==> src/sv/assert_macros.svh <==
// Assertion macros shared by the detector modules.
`ifndef ASSERT_MACROS_SVH
`define ASSERT_MACROS_SVH
`ifndef SYNTHESIS
// Property that must hold at every clock edge out of reset.
`define BCHD_ASSERT(lbl, prop) \
  lbl: assert property (@(posedge clk_i) disable iff (!rst_ni) (prop)) \
    else $error("assertion failed");
// Antecedent in any cycle implies the consequent in the next cycle.
`define BCHD_ASSERT_NEXT(lbl, ante, cons) \
  lbl: assert property (@(posedge clk_i) disable iff (!rst_ni) (ante) |=> (cons)) \
    else $error("assertion failed");
`else
`define BCHD_ASSERT(lbl, prop)
`define BCHD_ASSERT_NEXT(lbl, ante, cons)
`endif
`endif

==> src/sv/bchd_pkg.sv <==
// Types and constants of the button click and hold detector.
`timescale 1ns / 1ps
`default_nettype none
package bchd_pkg;

  // Configuration port geometry.
  localparam int unsigned CfgIdxWidth  = 2;
  localparam int unsigned CfgDataWidth = 16;

  // Configuration register indexes.
  localparam logic [CfgIdxWidth-1:0] RegHoldMin  = 2'd0;
  localparam logic [CfgIdxWidth-1:0] RegRelease  = 2'd1;
  localparam logic [CfgIdxWidth-1:0] RegDebounce = 2'd2;

  // Reset values of the configuration registers.
  localparam logic [CfgDataWidth-1:0] HoldMinReset  = 16'd500;
  localparam logic [CfgDataWidth-1:0] ReleaseReset  = 16'd200;
  localparam logic [CfgDataWidth-1:0] DebounceReset = 16'd50;

  // Current configuration.
  typedef struct packed {
    logic [CfgDataWidth-1:0] hold_min_ms;
    logic [CfgDataWidth-1:0] release_ms;
    logic [CfgDataWidth-1:0] debounce_ms;
  } cfg_t;

  // One poll request.
  typedef struct packed {
    logic [31:0] now_ms;
    logic        edge_seen;
    logic        pin_high;
  } item_t;

  // One poll result.
  typedef struct packed {
    logic        finish_valid;
    logic        finish_is_hold;
    logic [7:0]  finish_count;
    logic        hold_valid;
    logic [7:0]  hold_count;
    logic [31:0] hold_ms;
  } result_t;

endpackage
`default_nettype wire

==> src/sv/button_click_hold_detector.sv <==
// Top level of the button click and hold detector: input and result registers.
// An accepted request enters the input register, then moves on to the result register.
// Throughput: one request per cycle unless the result is stalled; the state update is a
// single pass of subtract-and-compare logic between the input and result registers.
// A stalled result holds the result register and the input register fills behind it.
// Reset (asynchronous, active low) clears the state and the valids, not the data registers.
`timescale 1ns / 1ps
`default_nettype none
`include "assert_macros.svh"
module button_click_hold_detector #(
  parameter int unsigned TIME_WIDTH = 32
) (
  input  wire logic                              clk_i,
  input  wire logic                              rst_ni,
  // Configuration write channel.
  input  wire logic                              cfg_valid_i,
  output      logic                              cfg_ready_o,
  input  wire logic [bchd_pkg::CfgIdxWidth-1:0]  cfg_index_i,
  input  wire logic [bchd_pkg::CfgDataWidth-1:0] cfg_data_i,
  // Poll requests.
  input  wire logic                              in_valid_i,
  output      logic                              in_ready_o,
  input  wire logic [31:0]                       now_ms_i,
  input  wire logic                              edge_seen_i,
  input  wire logic                              pin_high_i,
  // Poll results.
  output      logic                              out_valid_o,
  input  wire logic                              out_ready_i,
  output      logic                              finish_valid_o,
  output      logic                              finish_is_hold_o,
  output      logic [7:0]                        finish_count_o,
  output      logic                              hold_valid_o,
  output      logic [7:0]                        hold_count_o,
  output      logic [31:0]                       hold_ms_o
);

  bchd_pkg::cfg_t    cfg;
  bchd_pkg::item_t   item_q;
  bchd_pkg::result_t res;
  bchd_pkg::result_t res_q;
  logic              item_v_q;
  logic              res_v_q;
  logic              advance;
  logic              step;
  logic              in_fire;

  // Configuration is always accepted.
  assign cfg_ready_o = 1'b1;

  bchd_cfg u_cfg (
    .clk_i       (clk_i),
    .rst_ni      (rst_ni),
    .cfg_valid_i (cfg_valid_i),
    .cfg_index_i (cfg_index_i),
    .cfg_data_i  (cfg_data_i),
    .cfg_o       (cfg)
  );

  // Pipeline handshake.
  assign advance    = !res_v_q || out_ready_i;
  assign step       = item_v_q && advance;
  assign in_ready_o = !item_v_q || advance;
  assign in_fire    = in_valid_i && in_ready_o;

  // Input register.
  always_ff @(posedge clk_i or negedge rst_ni) begin
    if (!rst_ni) begin
      item_v_q <= 1'b0;
    end else if (in_ready_o) begin
      item_v_q <= in_valid_i;
    end
  end

  always_ff @(posedge clk_i) begin
    if (in_fire) begin
      item_q.now_ms    <= now_ms_i;
      item_q.edge_seen <= edge_seen_i;
      item_q.pin_high  <= pin_high_i;
    end
  end

  bchd_step #(
    .TimeWidth (TIME_WIDTH)
  ) u_step (
    .clk_i  (clk_i),
    .rst_ni (rst_ni),
    .step_i (step),
    .item_i (item_q),
    .cfg_i  (cfg),
    .res_o  (res)
  );

  // Result register.
  always_ff @(posedge clk_i or negedge rst_ni) begin
    if (!rst_ni) begin
      res_v_q <= 1'b0;
    end else if (advance) begin
      res_v_q <= item_v_q;
    end
  end

  always_ff @(posedge clk_i) begin
    if (step) begin
      res_q <= res;
    end
  end

  assign out_valid_o      = res_v_q;
  assign finish_valid_o   = res_q.finish_valid;
  assign finish_is_hold_o = res_q.finish_is_hold;
  assign finish_count_o   = res_q.finish_count;
  assign hold_valid_o     = res_q.hold_valid;
  assign hold_count_o     = res_q.hold_count;
  assign hold_ms_o        = res_q.hold_ms;

  // A processed request always shows up as a result in the next cycle.
  `BCHD_ASSERT_NEXT(a_step_gives_result, step, res_v_q)
  // A request waiting behind a stalled result is kept.
  `BCHD_ASSERT_NEXT(a_stall_keeps_item, item_v_q && !advance, item_v_q)
  // An accepted request is in the input register in the next cycle.
  `BCHD_ASSERT_NEXT(a_accept_fills_input, in_fire, item_v_q)

endmodule
`default_nettype wire

==> src/sv/bchd_cfg.sv <==
// Configuration register file of the detector.
`timescale 1ns / 1ps
`default_nettype none
module bchd_cfg (
  input  wire logic                              clk_i,
  input  wire logic                              rst_ni,
  input  wire logic                              cfg_valid_i,
  input  wire logic [bchd_pkg::CfgIdxWidth-1:0]  cfg_index_i,
  input  wire logic [bchd_pkg::CfgDataWidth-1:0] cfg_data_i,
  output bchd_pkg::cfg_t                         cfg_o
);

  bchd_pkg::cfg_t cfg_q, cfg_d;

  // Decode the register index; unknown indexes are dropped.
  always_comb begin
    cfg_d = cfg_q;
    if (cfg_valid_i) begin
      case (cfg_index_i)
        bchd_pkg::RegHoldMin:  cfg_d.hold_min_ms = cfg_data_i;
        bchd_pkg::RegRelease:  cfg_d.release_ms  = cfg_data_i;
        bchd_pkg::RegDebounce: cfg_d.debounce_ms = cfg_data_i;
        default:               cfg_d = cfg_q;
      endcase
    end
  end

  always_ff @(posedge clk_i or negedge rst_ni) begin
    if (!rst_ni) begin
      cfg_q.hold_min_ms <= bchd_pkg::HoldMinReset;
      cfg_q.release_ms  <= bchd_pkg::ReleaseReset;
      cfg_q.debounce_ms <= bchd_pkg::DebounceReset;
    end else begin
      cfg_q <= cfg_d;
    end
  end

  assign cfg_o = cfg_q;

endmodule
`default_nettype wire

==> src/sv/bchd_step.sv <==
// Detector state and the per-poll update logic.
`timescale 1ns / 1ps
`default_nettype none
`include "assert_macros.svh"
module bchd_step #(
  parameter int unsigned TimeWidth = 32
) (
  input  wire logic             clk_i,
  input  wire logic             rst_ni,
  input  wire logic             step_i,
  input  wire bchd_pkg::item_t  item_i,
  input  wire bchd_pkg::cfg_t   cfg_i,
  output bchd_pkg::result_t     res_o
);

  logic                 latch_q, latch_d;
  logic                 pressed_q, pressed_d;
  logic [7:0]           count_q, count_d;
  logic [TimeWidth-1:0] hold_start_q, hold_start_d;
  logic [TimeWidth-1:0] last_press_q, last_press_d;

  logic [TimeWidth-1:0] now;
  logic [TimeWidth-1:0] since_last;
  logic [TimeWidth-1:0] held;
  logic [TimeWidth-1:0] hold_min;
  logic [TimeWidth-1:0] release_lim;
  logic [TimeWidth-1:0] release_half;
  logic [TimeWidth-1:0] debounce;
  logic                 long_press;
  logic                 fin;
  logic [7:0]           count_fin;

  // Time values wrap at the configured time width.
  assign now          = item_i.now_ms[TimeWidth-1:0];
  assign since_last   = now - last_press_q;
  assign held         = now - hold_start_q;
  assign hold_min     = TimeWidth'(cfg_i.hold_min_ms);
  assign release_lim  = TimeWidth'(cfg_i.release_ms);
  assign release_half = TimeWidth'(cfg_i.release_ms >> 1);
  assign debounce     = TimeWidth'(cfg_i.debounce_ms);

  assign long_press = pressed_q && (held > hold_min);
  assign fin        = (since_last > release_lim) || (long_press && (since_last > release_half));
  assign count_fin  = fin ? 8'd0 : count_q;

  // Next state: finish the series first, then register the press.
  always_comb begin
    latch_d      = (latch_q | item_i.edge_seen) & ~item_i.pin_high;
    pressed_d    = fin ? 1'b0 : pressed_q;
    count_d      = count_fin;
    hold_start_d = fin ? now : hold_start_q;
    last_press_d = last_press_q;
    if (latch_d) begin
      if ((since_last > debounce) && !long_press) begin
        count_d      = count_fin + 8'd1;
        hold_start_d = now;
      end
      last_press_d = now;
      pressed_d    = 1'b1;
    end
  end

  // State advances only when a poll is processed.
  always_ff @(posedge clk_i or negedge rst_ni) begin
    if (!rst_ni) begin
      latch_q      <= 1'b0;
      pressed_q    <= 1'b0;
      count_q      <= 8'd0;
      hold_start_q <= '0;
      last_press_q <= '0;
    end else if (step_i) begin
      latch_q      <= latch_d;
      pressed_q    <= pressed_d;
      count_q      <= count_d;
      hold_start_q <= hold_start_d;
      last_press_q <= last_press_d;
    end
  end

  // Result of the poll; unused fields read as zero.
  always_comb begin
    res_o.finish_valid   = fin;
    res_o.finish_is_hold = fin && long_press;
    res_o.finish_count   = fin ? count_q : 8'd0;
    res_o.hold_valid     = long_press;
    res_o.hold_count     = long_press ? count_d : 8'd0;
    res_o.hold_ms        = long_press ? 32'(held) : 32'd0;
  end

  // A hold end is always reported together with the ongoing hold.
  `BCHD_ASSERT(a_hold_end_has_hold, !res_o.finish_is_hold || res_o.hold_valid)
  // A finish during a hold restarts the click count from zero.
  `BCHD_ASSERT(a_hold_end_count_zero, !res_o.finish_is_hold || res_o.hold_count == 8'd0)
  // A processed poll that leaves the latch set marks the button as pressed.
  `BCHD_ASSERT_NEXT(a_latch_sets_pressed, step_i && latch_d, pressed_q)

endmodule
`default_nettype wire

==> config.mk <==
export PLATFORM = sky130hd
export DESIGN_NAME = button_click_hold_detector
export DESIGN_NICKNAME = d
export VERILOG_FILES = /design/src/sv/bchd_pkg.sv /design/src/sv/button_click_hold_detector.sv /design/src/sv/bchd_cfg.sv /design/src/sv/bchd_step.sv
export VERILOG_INCLUDE_DIRS = /design/src /design/src/sv
export SDC_FILE = /design/constraint.sdc
export NUM_CORES = 1
export LEC_CHECK = 0
export BUFFER_PORTS_ARGS = -buffer_cell sky130_fd_sc_hd__buf_2
export CAP_MARGIN = 20
export CELL_PAD_IN_SITES_DETAIL_PLACEMENT = 0
export CELL_PAD_IN_SITES_GLOBAL_PLACEMENT = 1
export CORE_ASPECT_RATIO = 2
export CORE_MARGIN = 2
export CORE_UTILIZATION = 51
export DETAILED_ROUTE_END_ITERATION = 10
export PLACE_DENSITY_LB_ADDON = 0.05
export SLEW_MARGIN = 20
export SYNTH_ARGS = -nofsm -noshare
export SYNTH_HDL_FRONTEND = slang
export SYNTH_SLANG_ARGS = --single-unit
==> constraint.sdc <==
create_clock -name clk_i -period 11 [get_ports clk_i]
set_input_delay 1.65 -clock clk_i [delete_from_list [all_inputs] [get_ports clk_i]]
set_output_delay 1.65 -clock clk_i [all_outputs]
set_load 0.005 [all_outputs]
; ---- Word level (Yosys, flattened, before mapping)
; Index checks and enable logic that the tools add are counted.
[totals]
regBits = 209
inputBits = 57
output_inout_bits = 54
[classes]
n_addsub = 3
magnitude_cmp = 4
n_eq_ne = 2
mux = 8
bitwise_logic = 3
reduce_logical = 19
[op_table]
columns = operator, count
row1 = > comparator 32 x 16 -> 1 bit, 3
row2 = 2-to-1 mux 32 bit, 3
row3 = subtractor 32 bit, 2
row4 = > comparator 32 x 15 -> 1 bit, 1
row5 = 2-to-1 mux 8 bit, 3
row6 = AND reduction 2 bit, 5
row7 = adder 8 x 1 -> 8 bit (second input constant), 1
row8 = logical AND 1 bit, 6
row9 = zero test 1 bit, 3
row10 = logical OR 1 bit, 3
row11 = equality test 2 x 1 -> 1 bit (second input constant), 1
row12 = equality test 2 bit (second input constant), 1
row13 = zero test 2 bit, 1
row14 = 2-to-1 mux 1 bit, 2
row15 = nonzero test 2 bit, 1
row16 = bitwise AND 1 bit, 1
row17 = inverter 1 bit, 1
row18 = OR 1 bit, 1

; ---- Depth between registers and ports, before layout
; Gate-level depths: netlist of run 1.
[depth]
word_depth = 9
depth_mapped = 29
depth_no_buf = 27

; ---- Hierarchy
; Synthesis of run 1 repeated with hierarchy kept, for this count alone.
[unflattened]
cells_unflattened = 1340
hier_area_um2 = 13758.2
[by_module_without_submodules]
columns = mod, n_inst, cells_per_inst, area_each_um2
row1 = bchd_step, 1, 1143, 9260.1
row2 = button_click_hold_detector, 1, 95, 2667.6
row3 = bchd_cfg, 1, 102, 1830.5

; ---- Worst setup path after synthesis of run 1
; Ideal clock, no wire load.
[synth_path]
path_type = flip-flop to flip-flop
startpoint = reg item_q[2] in the netlist's numbering
endpoint = reg u_step.count_q[6]
setup_time_ps = 86
t_arrival_ps = 4949
slack_ps = 5965
path_stages_with_launch = 30
n_path_buf = 2
period_less_slack_ps = 5035
cell_sequence = edfxtp_1 inv_1 ha_1 inv_1 fa_1 a211oi_2 o21ai_0 a21oi_1 nor2_1 nor2_1 xnor2_1 ha_1 a21o_1 a21oi_1 o211a_1 o22ai_1 nand4b_1 a211oi_1 a41o_2 inv_2 buf_6 a211oi_4 buf_2 inv_2 nor2_1 ha_1 and3_1 and3_1 nand4_1 mux2i_1
[synth_rtl]
columns = item, line_no
row1 = from (decl), button_click_hold_detector.sv:38  ; bchd_pkg::item_t item_q;
row2 = to (signal assigned), bchd_step.sv:74  ; count_q <= count_d;
row3 = to (decl), bchd_step.sv:18  ; logic [7:0] count_q, count_d;

==> flow_summary.yaml, run 1 <==
status:
  status: "complete, no violations"
floorplanning:
  start_util: 0.516
  num_rows: 84
  core_um2: 26200
  die_x_um: 119
  fp.dieArea_um2: 27900
  die_h_um: 234
  pin_count: 111
power:
  p_leak_nw: 6.59
  peakVddDrop_v: 0.000146
  p_total_mw: 3.23
  p_sw_frac: 0.403
  power.switching_mw: 1.30
  power_frac_comb: 0.476
  seqPwrFrac: 0.313
  p_int_mw: 1.93
  power_density_nw_per_um2: 216
  power_frac_clock: 0.211
worst_setup_path:
  cp.depth: 26
  path_delay_family: "compound AO/OA/AOI/OAI gates"
  worstPathArrival_ps: 6780
  crit_fanout: 23
  endpoint: "u_step.count_q[6]$_DFFE_PN0P_"
  r2r_setup_slack_ps: 4670
  cpPeakStageDelay_ps: 870
  critPathLaunch: "item_q[2]$_DFFE_PP_"
  reg2reg_depth: 26
  r2r-end: "u_step.count_q[6]$_DFFE_PN0P_"
  worstSetupEndpointType: "flip-flop"
  worst_path_max_delay_cell: "a211oi_4"
  crit_type: "reg -> reg"
  start_kind: "flip-flop"
  path_buf_inv: 4
  r2r_start: "item_q[2]$_DFFE_PP_"
  required_ps: 11450
clocking:
  clk_latency_ps: 530
  cts_hold_buf: 0
  cts.sinks: 209
  cts_buffers: 20
  clk_path_buf_depth: 3
  clkTransAtPathRegs_ps: 70
  cts_tree: "built"
  post_cts_buffers: 0
  cts_max_level: 1
  cts.repair.resized: 0
  cts_root_buffer: "clkbuf_16"
synthesis:
  synth_edf_count: 85
  synth_flop_cell: "dfrtp_1"
  yosys.area.top_type_share: 0.208
  ys_ff_latch: 209
  synth_nets: 1574
  yosys_warnings: 0
  syn_inst: 1389
  synth_top_area_cell: "dfrtp_1"
  syn_area_per_cell_um2: 9.71
  yosys.cell_types.count: 79
  ys_top_cells_by_area: "dfrtp_1 (21%), edfxtp_1 (19%), ha_1 (12%), mux2_2 (4.8%), inv_1 (3.8%)"
  async_reset_ff_frac: 0.593
  netlist_area_um2: 13500
  yosysSeqAreaShare: 0.420
route:
  drc_errors: 0
  initialDrtViolationCount: 568
  ant_nets: 0
  wl_per_cell_um: 20.6
  avgViaCountPerCell: 5.79
  vias: 10700
  routed_wirelength_um: 37900
  drtPass1Iterations: 6
flow_run:
  drv_cap: 0
global_routing:
  grt_max_degree: 68
  antenna_found_initial: 0
  grt_first_pass_wirelength_um: 58500
  grt_pass1_vias: 10700
  grt_overflow_total: 0
  grtUsageTotal: 0.274
cells_and_area:
  final_cell_mix: "inv_1 (134), nand2_1 (129), ha_1 (126), dfrtp_1 (112), buf_2 (108)"
  drive_gt1_frac: 0.165
  regArea_um2: 5670
  n_antenna_cell: 0
  layout_commonest_cell: "inv_1"
  multi_input_area_um2: 7110
  num-fill-cells: 2400
  final_nets: 1666
  area_growth_pct: 10.8
timing:
  final-max-slew-violation-count: 0
  hold_viol_final: 0
  fin_crit_ps: 6330
  setup_viol: 0
  fmax_ghz: 0.158
  fin_tns_setup_ps: 0
  worst_pin_slew_ps: 1010
  maxSlewHeadroom: 0.326
  fin_crit_sh: 0.576
  fin_worst_skew_ps: 24.6
  rsz0062_at_grt: "no"
placement:
  io_buffer_count: 109
  gp_congestion: 0.931
  hpwl_um: 30400
min_path:
  min_path_type: "reg -> reg"
-- Yosys cell counts (3+ instances only) --
master / count
o21ai_0: 96
a21o_1: 33
nand2b_1: 8
a311oi_1: 4
o211ai_1: 13
or3_1: 13
nand4b_1: 3
nor3_1: 22
nor2b_1: 12
nand3b_1: 3
o21ai_1: 4
nand3_1: 21
mux2_2: 58
o2111ai_1: 6
o21bai_1: 10
mux2_1: 8
buf_6: 4
a21oi_1: 99
mux2i_1: 5
and4_1: 8
a21oi_2: 5
ha_1: 126
nor2_1: 72
a211oi_1: 16
o211a_1: 5
nand2_1: 129
dfrtp_1: 112
and2_1: 31
inv_1: 135
xnor2_1: 28
a31oi_1: 10
buf_2: 7
xor2_1: 15
and3_1: 8
dfstp_2: 12
nor4_1: 11
o21a_1: 20
clkbuf_1: 31
or2_2: 5
o22ai_1: 7
a221oi_1: 4
edfxtp_1: 85
a2111oi_0: 3
nand4_1: 37
-- sequential cells by signal, summed over array words and instances (netlist names), 8 cells and up --
signal and cells:
u_cfg.cfg_o 48, finish_count_o 8, item_q 34, u_step.count_q 8, u_step.last_press_q 32, hold_count_o 8, u_step.hold_start_q 32, hold_ms_o 32
-- cells by family (layout without fill, tap and decap cells) --
| kind of cell | Yosys count | after routing | synth area share |
|---|---|---|---|
| simple gates | 390 | 390 | 0.143 |
| compound gates | 365 | 365 | 0.176 |
| flops | 209 | 209 | 0.420 |
| buf+inv | 182 | 288 | 0.0542 |
| fa+ha+maj | 128 | 128 | 0.120 |
| mux | 71 | 71 | 0.0588 |
| xor+xnor | 43 | 43 | 0.0279 |
| other cells | 1 | 1 | 0.000278 |
-- stage by stage --
step                 util  cell area (um^2)  hold slack (ps)  setup WS, ps  cells
global placement    0.547             14300              466          4880   1803
finish              0.571             14900              484          4670   1839
CTS                 0.571             14900              487          4690   1839
detailed placement  0.547             14300              470          4720   1803
global route        0.571             14900              496          3990   1839
floorplan               -             13500              448          5970   1389
-- power by group through the flow --
stage / combinational [mW] / clock, mW / sequential (mW)
3_5_place_dp: 1.52 / 0 / 1.03
4_1_cts: 1.53 / 0.694 / 1.01
3_3_place_gp: 1.50 / 0 / 1.02
5_1_grt: 1.71 / 0.717 / 1.02
2_1_floorplan: 1.09 / 0 / 1.01
6_report: 1.54 / 0.680 / 1.01
-- routing by layer --
| metal | GRT usage | up-vias | part of all wire |
|---|---|---|---|
| li1 | - | 5223 | - |
| met1 | 0.280 | 5077 | 0.36 |
| met2 | 0.543 | 264 | 0.55 |
| met3 | 0.0263 | 88 | 0.035 |
| met4 | 0.136 | 0 | 0.055 |
| met5 | 0 | - | 0 |
-- layout make-up --
cell class | instances | share of cell area
multi-input combinational | 998 | 0.475
tap | 344 | 0.0288
sequential | 209 | 0.379
clock inverter | 10 | 0.00393
timing repair buffer | 115 | 0.0397
inverter | 137 | 0.0344
clock buffer | 26 | 0.0384
-- worst min-delay path by stage --
stage | slack (ps) | cells after the start | endpoint | from
6_report | 480 | 1 | u_step.hold_start_q[8]$_DFFE_PN0P_ | u_step.hold_start_q[8]$_DFFE_PN0P_
5_1_grt | 500 | 2 | u_step.latch_q$_DFFE_PN0P_ | u_step.latch_q$_DFFE_PN0P_
4_1_cts | 490 | 2 | u_step.latch_q$_DFFE_PN0P_ | u_step.latch_q$_DFFE_PN0P_
3_5_place_dp | 470 | 2 | u_step.latch_q$_DFFE_PN0P_ | u_step.latch_q$_DFFE_PN0P_
3_3_place_gp | 470 | 2 | u_step.latch_q$_DFFE_PN0P_ | u_step.latch_q$_DFFE_PN0P_
2_1_floorplan | 450 | 2 | u_step.latch_q$_DFFE_PN0P_ | u_step.latch_q$_DFFE_PN0P_
Power figures use the tool's default switching activity.
==> run 2: changes to the inputs <==
Settings changed: CORE_UTILIZATION 51 to 48.
Clock period 11 ns to 6.4 ns, I/O delays scaled along.
==> run 2 against run 1 <==
  * Non-clock buffer count increased by 3
  * Via count about the same
  * Routed wire length rose by 0.53%
  * First-iteration DRC count grew 6.0%
  * Final cell count rose by 0.82%
  * Worst setup slack got worse by 4100 ps
  * Critical endpoint unchanged
  * Largest cell class unchanged
==> flow_summary.yaml, run 2 (synthesis results as in run 1) <==
status:
  status: "complete, no violations"
cells_and_area:
  final_cell_mix: "inv_1 (134), nand2_1 (129), ha_1 (126), dfrtp_1 (112), buf_2 (108)"
  drive_gt1_frac: 0.168
  layout_commonest_cell: "inv_1"
  final_cells: 1854
  num-fill-cells: 2570
  final_nets: 1671
  multi_input_area_um2: 7110
  area_growth_pct: 12.5
  n_antenna_cell: 0
  regArea_um2: 5670
  largest_register_ffs: 48
worst_setup_path:
  worstSetupEndpointType: "flip-flop"
  crit_fanout: 20
  start_kind: "flip-flop"
  worst_path_max_delay_cell: "edfxtp_1"
  worstPathArrival_ps: 6260
  cpPeakStageDelay_ps: 470
  worst_path_most_repeated_cell: "ha_1"
  crit_type: "reg -> reg"
  required_ps: 6850
  path_cells: "ha_1 > o211ai_1 > a21oi_1 > nor2_1 > o21ai_0 > xor2_1 > ha_1 > a21oi_1 > o21ai_0 > a221oi_1 > o211a_1 > o22ai_1 > nand4b_1 > a211oi_1 > a41o_2 > inv_2 > a211oi_4 > inv_2 > nor2_1 > ha_1 > and3_1 > and3_1 > nand4_1 > mux2i_1"
timing:
  hold_viol_final: 0
  maxSlewHeadroom: 0.313
  worst_pin_slew_ps: 1030
  setup_viol: 0
  layout_setup_ws_ps: 588
  fin_worst_skew_ps: 14.6
  fin_crit_sh: 0.908
  fmax_ghz: 0.172
  fin_crit_ps: 5810
  final-max-slew-violation-count: 0
  fin_hold_ws_ps: 485
  fin_tns_setup_ps: 0
  rsz0062_at_grt: "no"
route:
  wl_per_cell_um: 20.6
  drc_errors: 0
  initialDrtViolationCount: 602
  avgViaCountPerCell: 5.74
  vias: 10600
  routed_wirelength_um: 38100
  ant_nets: 0
  drtPass1Iterations: 5
floorplanning:
  die_h_um: 241
  core_um2: 27700
  num_rows: 86
  die_x_um: 123
  fp.dieArea_um2: 29500
  start_util: 0.488
  pin_count: 111
power:
  p_total_mw: 5.82
  p_leak_nw: 6.68
  power_density_nw_per_um2: 384
  peakVddDrop_v: 0.000265
clocking:
  post_cts_buffers: 0
  clkTransAtPathRegs_ps: 70
  cts_buffers: 22
  cts_root_buffer: "clkbuf_16"
  cts_max_level: 1
  cts_tree: "built"
  clk_latency_ps: 530
  cts.sinks: 209
  cts.repair.resized: 0
  clk_path_buf_depth: 3
  cts_hold_buf: 0
placement:
  dp_slack_ps: 648
  hpwl_um: 30300
  placedCellCount: 1814
  io_buffer_count: 109
  gp_congestion: 0.897
global_routing:
  antenna_found_initial: 0
  grt_first_pass_wirelength_um: 59300
  grtUsageTotal: 0.265
  grt_max_degree: 71
  grt_pass1_vias: 11000
  grt_overflow_total: 0
min_path:
  min_path_type: "reg -> reg"
flow_run:
  drv_cap: 0
## run 2: changes by cell type in the layout (fill, tap and decap cells not counted), sizes merged
cell and delta:
buf +3, clkinv -2, inv -1, clkinvlp +1
bufinv +6
## run 2: worst max-delay path: cells and delay by family (launching register included)
kind	cells	cell delay (ps)
fa+ha+maj	3	920
simple gates	6	950
compound gates	11	2570
xor+xnor	1	320
flops	1	470
mux	1	160
buf+inv	2	320
## run 2: worst paths after layout
path                                                  to                       start  slack, ps  depth (start not counted)
min in group asynchronous     u_cfg.cfg_o[8]$_DFFE_PN0P_                      rst_ni        490                          1
setup / recovery           u_step.count_q[6]$_DFFE_PN0P_         item_q[4]$_DFFE_PP_        590                         24
max in group asynchronous  u_step.count_q[6]$_DFFE_PN0P_                      rst_ni       4470                          2
hold reg to reg               u_step.latch_q$_DFFE_PN0P_  u_step.latch_q$_DFFE_PN0P_        480                          2
hold / removal                u_step.latch_q$_DFFE_PN0P_  u_step.latch_q$_DFFE_PN0P_        480                          2
setup reg to reg           u_step.count_q[6]$_DFFE_PN0P_         item_q[4]$_DFFE_PP_        590                         24
## run 2: routing by layer
layer	up-vias	global-route usage	wire (um)
met5	-	0	0
met3	88	0.0267	1230
met4	0	0.167	2670
met1	5095	0.270	13600
li1	5217	-	-
met2	243	0.503	20600
## run 2: layout make-up
cell class,count,share of cell area
Clock inverter,14,0.0150
Clock buffer,26,0.0387
Sequential cell,209,0.374
Multi-Input combinational cell,998,0.468
Timing Repair Buffer,118,0.0414
Inverter,137,0.0339
Tap cell,352,0.0290
## run 2: per-stage QoR
step           instance area, um^2   util
2_1_floorplan                13500      -
3_3_place_gp                 14300  0.519
3_5_place_dp                 14400  0.519
4_1_cts                      15200  0.549
5_1_grt                      15200  0.549
6_report                     15200  0.549
## run 2: report_power, final
part | internal, mW | leakage, nW | total, mW | switching (mW)
Sequential | 1.64 | 2.31 | 1.74 | 0.101
Clock | 0.900 | 0.395 | 1.46 | 0.564
Combinational | 1.04 | 3.97 | 2.62 | 1.58
Total | 3.58 | 6.68 | 5.82 | 2.25
